`src/hw/rtl/fir_convolver_core_macros.svh`:
```
// Assertion macros shared by the FIR convolver RTL.
`ifndef FIR_CONVOLVER_CORE_MACROS_SVH
`define FIR_CONVOLVER_CORE_MACROS_SVH
`ifndef SYNTHESIS
`define FIRC_ASSERT(lbl, clk, rst_n, prop) \
    lbl: assert property (@(posedge clk) disable iff (!rst_n) (prop)) \
    else $error("assertion failed");
`define FIRC_ASSERT_ALWAYS(lbl, clk, prop) \
    lbl: assert property (@(posedge clk) (prop)) else $error("assertion failed");
`else
`define FIRC_ASSERT(lbl, clk, rst_n, prop)
`define FIRC_ASSERT_ALWAYS(lbl, clk, prop)
`endif
`endif

```
`src/hw/rtl/firc_pkg.sv`:
```
// Types and constants of the FIR convolver.
package firc_pkg;

    localparam int REQ_W     = 2;
    localparam int TAP_W     = 14;
    localparam int CFG_IDX_W = 1;
    localparam int ACC_W     = 64;

    localparam logic [REQ_W-1:0] REQ_CODE_SAMPLE = 2'd0;
    localparam logic [REQ_W-1:0] REQ_CODE_COEF   = 2'd1;
    localparam logic [REQ_W-1:0] REQ_CODE_CLEAR  = 2'd2;

    localparam logic [CFG_IDX_W-1:0] CFG_ENABLE    = 1'd0;
    localparam logic [CFG_IDX_W-1:0] CFG_TAP_COUNT = 1'd1;

    localparam logic [TAP_W-1:0] TAP_COUNT_RESET = 14'd64;

    typedef enum logic [1:0] {
        OP_SAMPLE,
        OP_COEF,
        OP_CLEAR
    } t_op;

    typedef enum logic [2:0] {
        S_CLEAR,
        S_IDLE,
        S_MAC,
        S_DRAIN,
        S_REDUCE,
        S_ROUND,
        S_OUT
    } t_state;

    typedef struct packed {
        logic pop;
        logic init_busy;
    } t_back_status;

endpackage

```
`src/hw/rtl/firc_front.sv`:
```
// Front end: accepts request words, classifies them and queues them.
module firc_front
    import firc_pkg::*;
#(
    parameter int SAMPLE_WIDTH = 24,
    parameter int AW           = 13
) (
    input  logic                    i_clk,
    input  logic                    i_rst_n,
    input  logic                    i_valid,
    output logic                    o_ready,
    input  logic [REQ_W-1:0]        i_req_type,
    input  logic [SAMPLE_WIDTH-1:0] i_sample_in,
    input  logic [AW-1:0]           i_coef_index,
    input  logic [SAMPLE_WIDTH-1:0] i_coef_value,
    input  t_back_status            i_stat,
    output logic                    o_q_valid,
    output t_op                     o_q_op,
    output logic [SAMPLE_WIDTH-1:0] o_q_sample,
    output logic [AW-1:0]           o_q_index,
    output logic [SAMPLE_WIDTH-1:0] o_q_value
);
`include "fir_convolver_core_macros.svh"

    logic [1:0]              r_count;
    logic                    r_wr;
    logic                    r_rd;
    t_op                     r_op  [2];
    logic [SAMPLE_WIDTH-1:0] r_smp [2];
    logic [AW-1:0]           r_idx [2];
    logic [SAMPLE_WIDTH-1:0] r_val [2];

    t_op  op;
    logic op_ok;
    logic push;
    logic pop;

    always_comb begin
        op    = OP_SAMPLE;
        op_ok = 1'b1;
        unique case (i_req_type)
            REQ_CODE_SAMPLE: op = OP_SAMPLE;
            REQ_CODE_COEF:   op = OP_COEF;
            REQ_CODE_CLEAR:  op = OP_CLEAR;
            default:         op_ok = 1'b0;
        endcase
    end

    assign o_ready = (r_count != 2'd2) && !i_stat.init_busy;
    assign push    = i_valid && o_ready && op_ok;
    assign pop     = i_stat.pop;

    always_ff @(posedge i_clk) begin
        if (!i_rst_n) begin
            r_count <= 2'd0;
            r_wr    <= 1'b0;
            r_rd    <= 1'b0;
        end else begin
            if (push) r_wr <= ~r_wr;
            if (pop)  r_rd <= ~r_rd;
            r_count <= r_count + 2'(push) - 2'(pop);
        end
    end

    always_ff @(posedge i_clk) begin
        if (push) begin
            r_op[r_wr]  <= op;
            r_smp[r_wr] <= i_sample_in;
            r_idx[r_wr] <= i_coef_index;
            r_val[r_wr] <= i_coef_value;
        end
    end

    assign o_q_valid  = (r_count != 2'd0);
    assign o_q_op     = r_op[r_rd];
    assign o_q_sample = r_smp[r_rd];
    assign o_q_index  = r_idx[r_rd];
    assign o_q_value  = r_val[r_rd];

    `FIRC_ASSERT(a_cnt_bound, i_clk, i_rst_n, r_count <= 2'd2)
    `FIRC_ASSERT(a_no_pop_empty, i_clk, i_rst_n, pop |-> (r_count != 2'd0))
    `FIRC_ASSERT_ALWAYS(a_rst_empty, i_clk, !i_rst_n |=> (r_count == 2'd0))
endmodule

```
`config.mk`:
```
export PLATFORM = sky130hd
export DESIGN_NAME = firc_front
export DESIGN_NICKNAME = d
export VERILOG_FILES = /design/src/hw/rtl/firc_pkg.sv /design/src/hw/rtl/firc_front.sv
export VERILOG_INCLUDE_DIRS = /design/src /design/src/hw/rtl
export SDC_FILE = /design/constraint.sdc
export NUM_CORES = 1
export LEC_CHECK = 0
export BUFFER_PORTS_ARGS = -buffer_cell sky130_fd_sc_hd__buf_2
export CORE_MARGIN = 2
export CORE_UTILIZATION = 30
export DETAILED_ROUTE_END_ITERATION = 10
export PLACE_DENSITY = 0.56
export SLEW_MARGIN = 20
export SYNTH_ARGS = -nofsm -noshare
export SYNTH_HDL_FRONTEND = slang
export SYNTH_SLANG_ARGS = --single-unit
```
`constraint.sdc`:
```
create_clock -name i_clk -period 9.1 [get_ports i_clk]
set_input_delay 0.455 -clock i_clk [delete_from_list [all_inputs] [get_ports i_clk]]
set_output_delay 0.455 -clock i_clk [all_outputs]
set_load 0.01 [all_outputs]
```
# Word level (Yosys, flattened, before mapping)
# Memory sizes are Yosys's and may differ from the RTL's. A register that Yosys moved wholly into a read port is not among the register bits.
# Cells that the tools add are included.
# W data, S select, Z words.
[word_totals]
reg_bits = 4
mem_bits_rw = 126
input_bits = 68
word_cells = 33
n_memories = 4
[mem_list]
columns = ["memory", "depth", "word_bits", "read_ports", "rd_clocked_by_memory_dff", "wr", "line_no", "source"]
rows = [
  ["r_smp", 2, 24, 1, 1, 1, "firc_front.sv:29", "logic [SAMPLE_WIDTH-1:0] r_smp [2];"],
  ["r_val", 2, 24, 1, 1, 1, "firc_front.sv:31", "logic [SAMPLE_WIDTH-1:0] r_val [2];"],
  ["r_idx", 2, 13, 1, 1, 1, "firc_front.sv:30", "logic [AW-1:0] r_idx [2];"],
  ["r_op", 2, 2, 1, 1, 1, "firc_front.sv:28", "t_op r_op [2];"],
]
[classes]
n_addsub = 2
eq_ne = 3
muxes = 12
bitwise_logic = 2
n_reduce_logical = 7
[ops]
columns = ["cell", "count"]
rows = [
  ["$mux W1", 11],
  ["$pmux W2 S2", 1],
  ["$logic_and A1 B1 Y1", 3],
  ["$reduce_or A3 Y1", 1],
  ["$add A2 B1 Y2", 1],
  ["$eq A2 B1 Y1 const B", 1],
  ["$eq A2 B2 Y1 const B", 1],
  ["$logic_not A2 Y1", 1],
  ["$ne A2 B2 Y1 const B", 1],
  ["$not A1 Y1", 2],
  ["$reduce_bool A2 Y1", 1],
  ["$sub A2 B1 Y2", 1],
  ["$logic_not A1 Y1", 1],
]

# Longest topological paths before layout
# Gate-level depths: netlist of the first run.
[logic_depth]
depth_word = 6
depth_mapped = 8
ltp_nobuf = 8

# Least setup slack after synthesis of the first run
# OpenSTA, ideal clock, no wires.
[synth_path]
path_kind = "input -> register"
startpoint = "in i_req_type[0]"
endpoint = "mem r_idx[0][0], enable pin"
setup_ns = 0.484
arrival_ns = 3.338
t_required_ns = 8.616
slack_ns = 5.278
path_stages = 3
path_buffers = 0
cell_sequence = "nand2_1 nand4bb_4 nor2_1"
[synth_via]
elab_chain_len = 6
[synth_rtl]
columns = ["item", "line_no", "source"]
rows = [
  ["start: declaration", "firc_front.sv:12", "input logic [REQ_W-1:0] i_req_type,"],
  ["$eq A2 B2 Y1, or another cell as far along", "firc_front.sv:41", "unique case (i_req_type)"],
  ["$reduce_or A3 Y1 (no source line) *", "n/a", ""],
  ["$mux W1 *", "firc_front.sv:41", ""],
  ["$logic_and A1 B1 Y1 *", "firc_front.sv:50", "assign push = i_valid && o_ready && op_ok;"],
  ["$mux W1 *", "firc_front.sv:66", "if (push) begin"],
  ["$mux W1 (implied by the code) *", "firc_front.sv:69", "r_idx[r_wr] <= i_coef_index;"],
  ["end: declaration", "firc_front.sv:30", ""],
]
# Every way passes the cells marked *; elsewhere a longest branch is shown, timed or not.

==> results of run 1 <==
-- worst max-delay path, delay by kind of cell, from the launching register on --
family   cells  cell delay, ns
buf+inv      2            0.78
flops        1            0.67
mux          1            0.41
-- flip-flops by register name, summed over array words and instances, names as in the netlist, named ones only --
register / flops
r_count: 2
r_idx: 26
r_op: 4
r_rd: 1
r_smp: 48
r_val: 48
r_wr: 1
-- per-stage QoR --
| step | instances | hold WS [ns] | total power (uW) | worst slack, ns | util |
|---|---|---|---|---|---|
| after floorplan | 224 | 0.451 | 817 | 5.28 | - |
| after global placement | 572 | 0.500 | 870 | 6.51 | 0.360 |
| after detailed placement | 572 | 0.510 | 872 | 6.48 | 0.360 |
| after CTS | 604 | 0.201 | 1610 | 6.23 | 0.399 |
| after global routing | 604 | 0.203 | 1650 | 6.16 | 0.399 |
| final | 604 | 0.223 | 1590 | 6.31 | 0.399 |
-- power breakdown --
group	internal (uW)	switching (uW)	leakage [uW]
logic	82.1	68.2	0.00108
clock network	485	247	0.000308
registers	692	13.7	0.00119
-- cells in the mapped netlist (all sizes together) --
cell type / n
ha: 2
xnor2: 2
dfxtp: 5
edfxtp: 126
buf: 7
and2: 4
mux2i: 1
nand2: 3
xor2: 1
mux2: 63
or2: 1
nor2: 3
nor2b: 3
inv: 2
nand4bb: 1
-- kinds of logic (layout without fill, tap and decap cells) --
family / count (synthesis) / count (layout) / share of synthesized area
DFF: 131 / 131 / 0.765
muxes: 64 / 64 / 0.186
and+or+nand+nor: 15 / 15 / 0.0212
buffers and inverters: 9 / 169 / 0.0170
xor gates and xnor gates: 3 / 3 / 0.00518
adders and majority gates: 2 / 2 / 0.00493
-- metal layers --
metal  share of wire  wire length (um)  up-vias  global-route usage
met3           0.066               583       16              0.0427
met2            0.50              4410       88               0.168
met1            0.42              3710     1234               0.114
met4           0.020               174        2              0.0614
li1                -                 -     1169                   -
met5          0.0018                16        -                   0
-- path summary, 6_finish.rpt --
check | start | slack, ns | end
max | register | 6.31 | o_q_value[21]
max reg2reg | r_count[1]$_SDFF_PN0_ | 6.66 | r_smp[1][7]$_DFFE_PP_
min | i_sample_in[16] | 0.22 | r_smp[1][16]$_DFFE_PP_
min reg2reg | r_wr$_SDFFE_PN0P_ | 0.51 | r_wr$_SDFFE_PN0P_
-- layout make-up --
type / instances / area share
tap: 220 / 0.0416
clock inverter: 14 / 0.0318
timing repair buffer: 135 / 0.103
inverter: 2 / 0.00114
sequential: 131 / 0.588
clock buffer: 18 / 0.0649
multi-input combinational: 84 / 0.169
-- placed cells by master (no fill, tap or decap), types with 3 or more instances in the layout --
cell,instances
and2_1,4
buf_2,132
buf_4,3
bufinv_16,5
clkbuf_16,17
clkinv_2,3
dfxtp_1,4
edfxtp_1,126
mux2_2,3
mux2_4,60
nand2_1,3
==> run summary, run 1 <==
### Clocking
• **worst-case clock buffer depth** 2
• **count of hold-fix buffers inserted at cts** 0
• **number of clock buffers inserted by TritonCTS** 17
• **number of H-tree levels** 4
• **Clk pin slew, worst setup/hold paths** 0.06 ns
• **post-CTS setup-driven buffer insertion count** 0
• **cell chosen for the clock root** clkbuf_16
• **Post-CTS Resized** 0
• **CTS tree** done
• **clock latency of the later-clocked register in the worst-skew pair** 0.42 ns
• **sinks on the clock net** 131

### Cells and area
• **proportion of layout cells with a drive suffix above 1** 0.609
• **diodes inserted** 0
• **Net count, final** 441
• **Fillers** 1,547
• **total area of sequential cells** 3890 um^2
• **combined area of the multi-input logic cells** 1120 um^2
• **design area** 6610 um^2
• **synthesis-to-layout area growth** 30.3%

### Yosys
• **synthesized net count** 294
• **sequential area share after synthesis** 0.765
• **top cell type's share of synthesized area** 0.746
• **Yosys cell types** 17
• **Yosys reg bits** 131
• **cell types with the largest area share after synthesis** edfxtp_1, mux2_4, dfxtp_1, buf_6, mux2_2
• **Avg Cell Area, Syn** 22.7 um^2
• **Synth Instances** 224
• **largest area contributor in the synthesized netlist** edfxtp_1
• **Yosys warning total** 0
• **Post-Synthesis Cell Area** 5070 um^2

### Critical path
• **WP data required** 8.65 ns
• **maximum single-stage delay on the critical path** 0.67 ns
• **startpoint type of the worst setup path** register
• **list of cells traversed by the critical path** buf_4 -> mux2_2 -> buf_2
• **Critical Path Fanout Max** 38
• **r2r worst-path depth** 4
• **master of the slowest instance on the critical path** dfxtp_4
• **critical path capture point type** primary output
• **arrival time at the worst endpoint** 2.34 ns
• **Setup CP Type** reg2out

### Floorplanning
• **standard cell core area** 16,600 um^2
• **Initial Utilization** 0.306
• **die width** 134 um
• **Cell Rows** 47
• **total die area** 18,000 um^2
• **I/O Pins** 133
• **die height** 134 um

### Timing
• **setup TNS** 0 ns
• **max-slew violation count** 0
• **final cycle utilization of the critical path** 0.307
• **final hold vios** 0
• **Slew Limit Headroom** 0.391
• **worst setup skew after layout** 0.0156 ns
• **timing-limited maximum frequency** 358 MHz
• **setup-violating endpoint count in the final report** 0
• **setup repair after global routing missed its margin** no
• **worst-margin pin slew** 0.911 ns
• **Tmin final** 2.79 ns

### Global route
• **vias in the first global route** 2,641
• **number of antenna violations at the first check in global routing** 1
• **total global routing overflow** 0
• **maximum number of pins on one net before global-route repair** 64
• **wire length of the first global-routing pass** 13,700 um
• **global routing usage summed across all routing layers** 0.103

### Worst hold path
• **Hold Path Depth** 1
• **Worst Hold Class** in2reg

### Flow run
• **max-cap viol count** 0

### Place
• **number of port buffers** 132
• **post-detailed-placement half-perimeter wirelength** 5620 um
• **weighted congestion at the end of routability-driven global placement** 0.657
• **DP Area** 5970 um^2

### Power and ir drop
• **P per Cell Area** 240 nW/um^2
• **VDD IR-drop max** 110 uV
• **standby leakage power** 0.00258 uW

### Route
• **initial drt markers** 114
• **vias per std cell** 4.15
• **Routed Antenna Nets** 0
• **1st-pass router iterations** 4
• **WL/cell** 14.7 um
• **total wirelength of the detailed-routed design** 8890 um
• **total number of vias** 2,509
• **number of DRC violations after detailed routing** 0

### Run status
• **status** finished, final reports clean

Note: power is estimated with default switching activity, not from simulation.
==> run 2, diff against run 1 <==
- clock period: 9.1 -> 2.7 ns (I/O delays scaled with it)
==> run 2 against run 1 <==
Against the previous run:
- clock skew shrank 0.010 ns
- worst hold slack lost 0.18 ns
- wire length grew 7.5%
- setup slack lost 5.5 ns
- clock power grew to 3.2 times the previous value
- non-clock buffer count grew 63
- sequential power grew to 3.4 times the previous value
- register-to-register slack lost 5.8 ns
- final cell count grew 10%
- critical path depth is the same
- global-route usage grew 0.53 points
- critical path type unchanged
- critical endpoint is now o_q_sample[17]
==> run summary, run 2 (synthesis results as in run 1) <==
### Critical path
• **startpoint type of the worst setup path** register, unchanged
• **arrival time at the worst endpoint** 1.74 ns, was 2.34 ns
• **Critical path buffers and inverters** 2, unchanged
• **list of cells traversed by the critical path** buf_12 -> mux2_4 -> buf_2, was buf_4 -> mux2_2 -> buf_2
• **reg-to-reg slack, setup** 0.89 ns, was 6.66 ns
• **WP data required** 2.57 ns, was 8.65 ns
• **maximum single-stage delay on the critical path** 0.49 ns, was 0.67 ns
• **critical path capture point type** primary output, unchanged
• **master of the slowest instance on the critical path** dfxtp_4, unchanged
• **Critical Path Fanout Max** 40, was 38
• **dominant delay contributor by cell family on the critical path** flip-flops, was buffers and inverters
• **Setup CP Type** reg2out, unchanged

### Timing
• **timing-limited maximum frequency** 534 MHz
• **setup repair after global routing missed its margin** no, unchanged
• **final hold vios** 0, unchanged
• **Hold WS** 0.0454 ns, was 0.223 ns
• **max-slew violation count** 0, unchanged
• **worst setup skew after layout** 0.00533 ns, was 0.0156 ns
• **worst-margin pin slew** 0.391 ns, was 0.911 ns
• **setup-violating endpoint count in the final report** 0, unchanged
• **final cycle utilization of the critical path** 0.694
• **Tmin final** 1.87 ns
• **Slew Limit Headroom** 0.740, was 0.391
• **final setup slack of the worst path** 0.826 ns, was 6.31 ns
• **setup TNS** 0 ns, unchanged

### Clocking
• **Clk pin slew, worst setup/hold paths** 0.05 ns, was 0.06 ns
• **sinks on the clock net** 131, unchanged
• **clock latency of the later-clocked register in the worst-skew pair** 0.41 ns, was 0.42 ns
• **number of clock buffers inserted by TritonCTS** 17, unchanged
• **number of H-tree levels** 4, unchanged
• **CTS tree** done, unchanged
• **cell chosen for the clock root** clkbuf_16, unchanged
• **Post-CTS Resized** 0, unchanged
• **worst-case clock buffer depth** 2, unchanged

### Power and ir drop
• **sequential share of power** 0.448, was 0.444
• **total net switching power** 1080 uW, was 329 uW
• **Internal** 4200 uW, was 1260 uW
• **share of total power consumed by net switching** 0.205, was 0.207
• **Comb power frac** 0.115, was 0.095
• **Clk pwr share** 0.437, was 0.461
• **standby leakage power** 0.00283 uW, was 0.00258 uW
• **P per Cell Area** 730 nW/um^2, was 240 nW/um^2
• **VDD IR-drop max** 397 uV, was 110 uV
• **post-layout total power** 5280 uW, was 1590 uW

### Global route
• **maximum number of pins on one net before global-route repair** 64, unchanged
• **vias in the first global route** 2,863, was 2,641
• **wire length of the first global-routing pass** 14,400 um, was 13,700 um
• **number of antenna violations at the first check in global routing** 0, was 1
• **global routing usage summed across all routing layers** 0.109, was 0.103
• **total global routing overflow** 0, unchanged

### Cells and area
• **final cell count without fillers** 667, was 604
• **total area of sequential cells** 3890 um^2, unchanged
• **synthesis-to-layout area growth** 42.6%, was 30.3%
• **combined area of the multi-input logic cells** 1120 um^2, unchanged
• **most frequent cells in the layout** buf_2, edfxtp_1, dlygate4sd3_1, was buf_2, edfxtp_1, mux2_4
• **diodes inserted** 0, unchanged
• **proportion of layout cells with a drive suffix above 1** 0.517, was 0.609
• **Fillers** 1,517, was 1,547
• **largest registers** r_smp (48), r_val (48), r_idx (26), unchanged
• **Net count, final** 504, was 441
• **most common library cell in the layout ignoring fill and taps** buf_2, unchanged

### Route
• **total number of vias** 2,699, was 2,509
• **1st-pass router iterations** 4, unchanged
• **vias per std cell** 4.05, was 4.15
• **number of DRC violations after detailed routing** 0, unchanged
• **Routed Antenna Nets** 0, unchanged
• **total wirelength of the detailed-routed design** 9560 um, was 8890 um
• **initial drt markers** 143, was 114
• **WL/cell** 14.3 um, was 14.7 um

### Floorplanning
• **die height** 134 um, unchanged
• **Initial Utilization** 0.306, unchanged
• **total die area** 18,000 um^2, unchanged
• **die width** 134 um, unchanged
• **standard cell core area** 16,600 um^2, unchanged
• **I/O Pins** 133, unchanged
• **Cell Rows** 47, unchanged

### Place
• **weighted congestion at the end of routability-driven global placement** 0.690, was 0.657
• **total instance count after detailed placement** 573, was 572
• **post-detailed-placement half-perimeter wirelength** 5840 um, was 5620 um
• **worst setup timing slack at the placement stage** 0.877 ns, was 6.48 ns
• **number of port buffers** 132, unchanged

### Run status
• **status** finished, final reports clean, unchanged

### Worst hold path
• **Worst Hold Class** in2reg, unchanged

### Flow run
• **max-cap viol count** 0, unchanged

run 2: timing repair:
action	CTS	global route
setup buffers	0	0
hold endpoints to repair	123	0
hold buffers	62	0
run 2: power by group through the flow:
stage	clock network [uW]	logic [uW]	registers [uW]
finish	2310	607	2370
global route	2480	653	2370
CTS	2380	620	2370
detailed placement	0	548	2410
global placement	0	539	2400
floorplan	0	355	2400
run 2: path summary, 6_finish.rpt:
path	from	end	depth (start not counted)
min	i_req_type[0]	r_op[1][1]$_DFFE_PP_	2
max	register	o_q_sample[17]	3
max reg2reg	r_count[0]$_SDFF_PN0_	r_count[1]$_SDFF_PN0_	8
min reg2reg	r_wr$_SDFFE_PN0P_	r_wr$_SDFFE_PN0P_	2
run 2: final cells by class:
class,instances,area share
Tap cell,220,0.0380
Multi-Input combinational cell,84,0.155
Timing Repair Buffer,198,0.186
Clock buffer,19,0.0598
Clock inverter,13,0.0228
Inverter,2,0.00104
Sequential cell,131,0.537
run 2: per-stage QoR:
stage	utilization	instance area [um^2]
6_report	0.436	7240
5_1_grt	0.436	7240
4_1_cts	0.436	7240
3_5_place_dp	0.363	6020
3_3_place_gp	0.363	6020
2_1_floorplan	-	5080
run 2: metal layers:
layer | track usage | routed length (um) | up-vias
li1 | - | - | 1300
met1 | 0.123 | 4150 | 1303
met2 | 0.183 | 4750 | 86
met3 | 0.0469 | 544 | 10
met4 | 0.0421 | 116 | 0
met5 | 0 | 0 | -
==> run 3, diff against run 2 <==
- clock period: 2.7 -> 1.75 ns (I/O delays scaled with it)
==> run 3 against run 2 <==
Against the previous run:
- sequential share of layout area is 1.3 points lower
- setup slack worse by 0.76 ns
- core utilization grew 1.1 points
- combinational power up 66%
- global-route usage is 0.18 points higher
- power up 58%
==> run summary, run 3 (synthesis results as in run 1) <==
### Critical path
• **terminus of the critical flop-to-flop path** r_count[1]$_SDFF_PN0_, unchanged
• **r2r worst-path depth** 8, unchanged
• **reg-to-reg slack, setup** 0.10 ns, was 0.89 ns
• **Setup CP Type** reg2out, unchanged
• **startpoint type of the worst setup path** register, unchanged
• **maximum single-stage delay on the critical path** 0.46 ns, was 0.49 ns
• **Critical Path Fanout Max** 6, was 40
• **Critical path buffers and inverters** 3, was 2
• **cell type with the highest occurrence count on the critical path** buf_4
• **critical path capture point type** primary output, unchanged
• **master of the slowest instance on the critical path** dfxtp_4, unchanged
• **arrival time at the worst endpoint** 1.60 ns, was 1.74 ns
• **worst flop-to-flop path startpoint** r_count[0]$_SDFF_PN0_, unchanged
• **WP data required** 1.66 ns, was 2.57 ns
• **dominant delay contributor by cell family on the critical path** flip-flops, unchanged
• **list of cells traversed by the critical path** buf_4 -> buf_4 -> mux2_2 -> buf_2, was buf_12 -> mux2_4 -> buf_2

### Route
• **WL/cell** 14.2 um, was 14.3 um
• **total number of vias** 2,756, was 2,699
• **Routed Antenna Nets** 0, unchanged
• **1st-pass router iterations** 4, unchanged
• **number of DRC violations after detailed routing** 0, unchanged
• **initial drt markers** 107, was 143
• **vias per std cell** 4.07, was 4.05
• **total wirelength of the detailed-routed design** 9650 um, was 9560 um

### Floorplanning
• **die height** 134 um, unchanged
• **total die area** 18,000 um^2, unchanged
• **Cell Rows** 47, unchanged
• **die width** 134 um, unchanged
• **I/O Pins** 133, unchanged
• **standard cell core area** 16,600 um^2, unchanged
• **Initial Utilization** 0.306, unchanged

### Cells and area
• **Net count, final** 514, was 504
• **most common library cell in the layout ignoring fill and taps** buf_2, unchanged
• **proportion of layout cells with a drive suffix above 1** 0.530, was 0.517
• **most frequent cells in the layout** buf_2, edfxtp_1, dlygate4sd3_1, unchanged
• **diodes inserted** 0, unchanged
• **largest registers** r_smp (48), r_val (48), r_idx (26), unchanged
• **Fillers** 1,501, was 1,517
• **utilization after layout** 0.447, was 0.436
• **synthesis-to-layout area growth** 46.3%, was 42.6%

### Clocking
• **clock latency of the later-clocked register in the worst-skew pair** 0.41 ns, about the same
• **Clk pin slew, worst setup/hold paths** 0.06 ns, was 0.05 ns
• **number of clock buffers inserted by TritonCTS** 17, unchanged
• **sinks on the clock net** 131, unchanged
• **cell chosen for the clock root** clkbuf_16, unchanged
• **number of H-tree levels** 4, unchanged
• **CTS tree** done, unchanged
• **worst-case clock buffer depth** 2, unchanged

### Place
• **number of port buffers** 132, unchanged
• **worst setup timing slack at the placement stage** 0.0766 ns, was 0.877 ns
• **weighted congestion at the end of routability-driven global placement** 0.676, was 0.690
• **post-detailed-placement half-perimeter wirelength** 6130 um, was 5840 um

### Timing
• **final hold vios** 0, unchanged
• **Slew Limit Headroom** 0.841, was 0.740
• **max-slew violation count** 0, unchanged
• **setup repair after global routing missed its margin** yes, was no
• **Tmin final** 1.69 ns
• **setup TNS** 0 ns, unchanged
• **timing-limited maximum frequency** 593 MHz
• **final setup slack of the worst path** 0.0631 ns, was 0.826 ns
• **worst setup skew after layout** 0.00945 ns, was 0.00533 ns
• **worst-margin pin slew** 0.238 ns, was 0.391 ns
• **final cycle utilization of the critical path** 0.964
• **Hold WS** 0.0355 ns, was 0.0454 ns
• **setup-violating endpoint count in the final report** 0, unchanged

### Worst hold path
• **Hold Path Depth** 3, was 2
• **Min-Delay Startpoint** i_stat[1], was i_req_type[0]
• **Worst Hold Class** in2reg, unchanged

### Flow run
• **max-cap viol count** 0, unchanged

### Global route
• **total global routing overflow** 0, unchanged
• **wire length of the first global-routing pass** 14,500 um, was 14,400 um
• **global routing usage summed across all routing layers** 0.110, was 0.109
• **vias in the first global route** 2,871, was 2,863
• **maximum number of pins on one net before global-route repair** 39, was 64
• **number of antenna violations at the first check in global routing** 0, unchanged

### Power and ir drop
• **VDD IR-drop max** 650 uV, was 397 uV
• **P per Cell Area** 1120 nW/um^2, was 730 nW/um^2
• **standby leakage power** 0.00292 uW, was 0.00283 uW

### Run status
• **status** finished, final reports clean, unchanged

run 3: changes by cell type in the layout (fill, tap and decap cells not counted), moves of 2 or more:
| cell | previous run | this run |
|---|---|---|
| buf_12 | 3 | 7 |
| dlygate4sd3_1 | 62 | 64 |
| clkinvlp_4 | 2 | 0 |
| buf_4 | 1 | 4 |
run 3: repair_timing:
action                     4_1_cts  5_1_grt
hold buffers                    64        0
setup endpoints to repair       15       14
hold endpoints to repair       131        0
resized for setup                0        3
setup buffers                    4        0
cloned                           1        0
run 3: per-stage QoR:
step / area (um^2) / power, uW / instances
floorplan: 5090 / 4250 / 224
global placement: 6100 / 4580 / 577
detailed placement: 6100 / 4600 / 577
CTS: 7440 / 8480 / 678
global route: 7420 / 8680 / 677
finish: 7420 / 8340 / 677
run 3: worst max path at each step:
stage	from	to	slack, ns	cells past startpoint
global route	register	o_q_value[20]	-0.001	4
detailed placement	r_count[1]$_SDFF_PN0_	r_count[1]$_SDFF_PN0_	0.08	8
CTS	register	o_q_sample[11]	-0.008	3
finish	register	o_q_value[20]	0.06	4
floorplan	r_count[1]$_SDFF_PN0_	r_idx[0][0]$_DFFE_PP_	-0.32	3
global placement	r_count[1]$_SDFF_PN0_	r_count[1]$_SDFF_PN0_	0.13	8
run 3: final cells by class:
| class | count | area (um^2) | area share |
|---|---|---|---|
| inverter | 2 | 7.51 | 0.00101 |
| clock inverter | 13 | 189 | 0.0255 |
| clock buffer | 19 | 433 | 0.0583 |
| multi-input combinational | 84 | 1130 | 0.152 |
| timing repair buffer | 208 | 1500 | 0.202 |
| sequential | 131 | 3890 | 0.524 |
| tap | 220 | 275 | 0.0371 |
run 3: routing by layer:
metal | up-vias | share of wire | GRT usage
met1 | 1339 | 0.45 | 0.133
li1 | 1317 | - | -
met4 | 0 | 0.017 | 0.0526
met3 | 13 | 0.049 | 0.0397
met2 | 87 | 0.49 | 0.177
met5 | - | 0 | 0
run 3: worst min-delay path, delay by kind of cell:
family | cells | cell delay (ns)
simple gates | 1 | 0.15
buf+inv | 1 | 0.10
xor+xnor | 1 | 0.07
run 3: power by group:
| group | total [uW] | internal (uW) | switching [uW] |
|---|---|---|---|
| Combinational | 1010 | 587 | 425 |
| Sequential | 3650 | 3600 | 52.2 |
| Clock | 3680 | 2500 | 1180 |
| Total | 8340 | 6680 | 1660 |
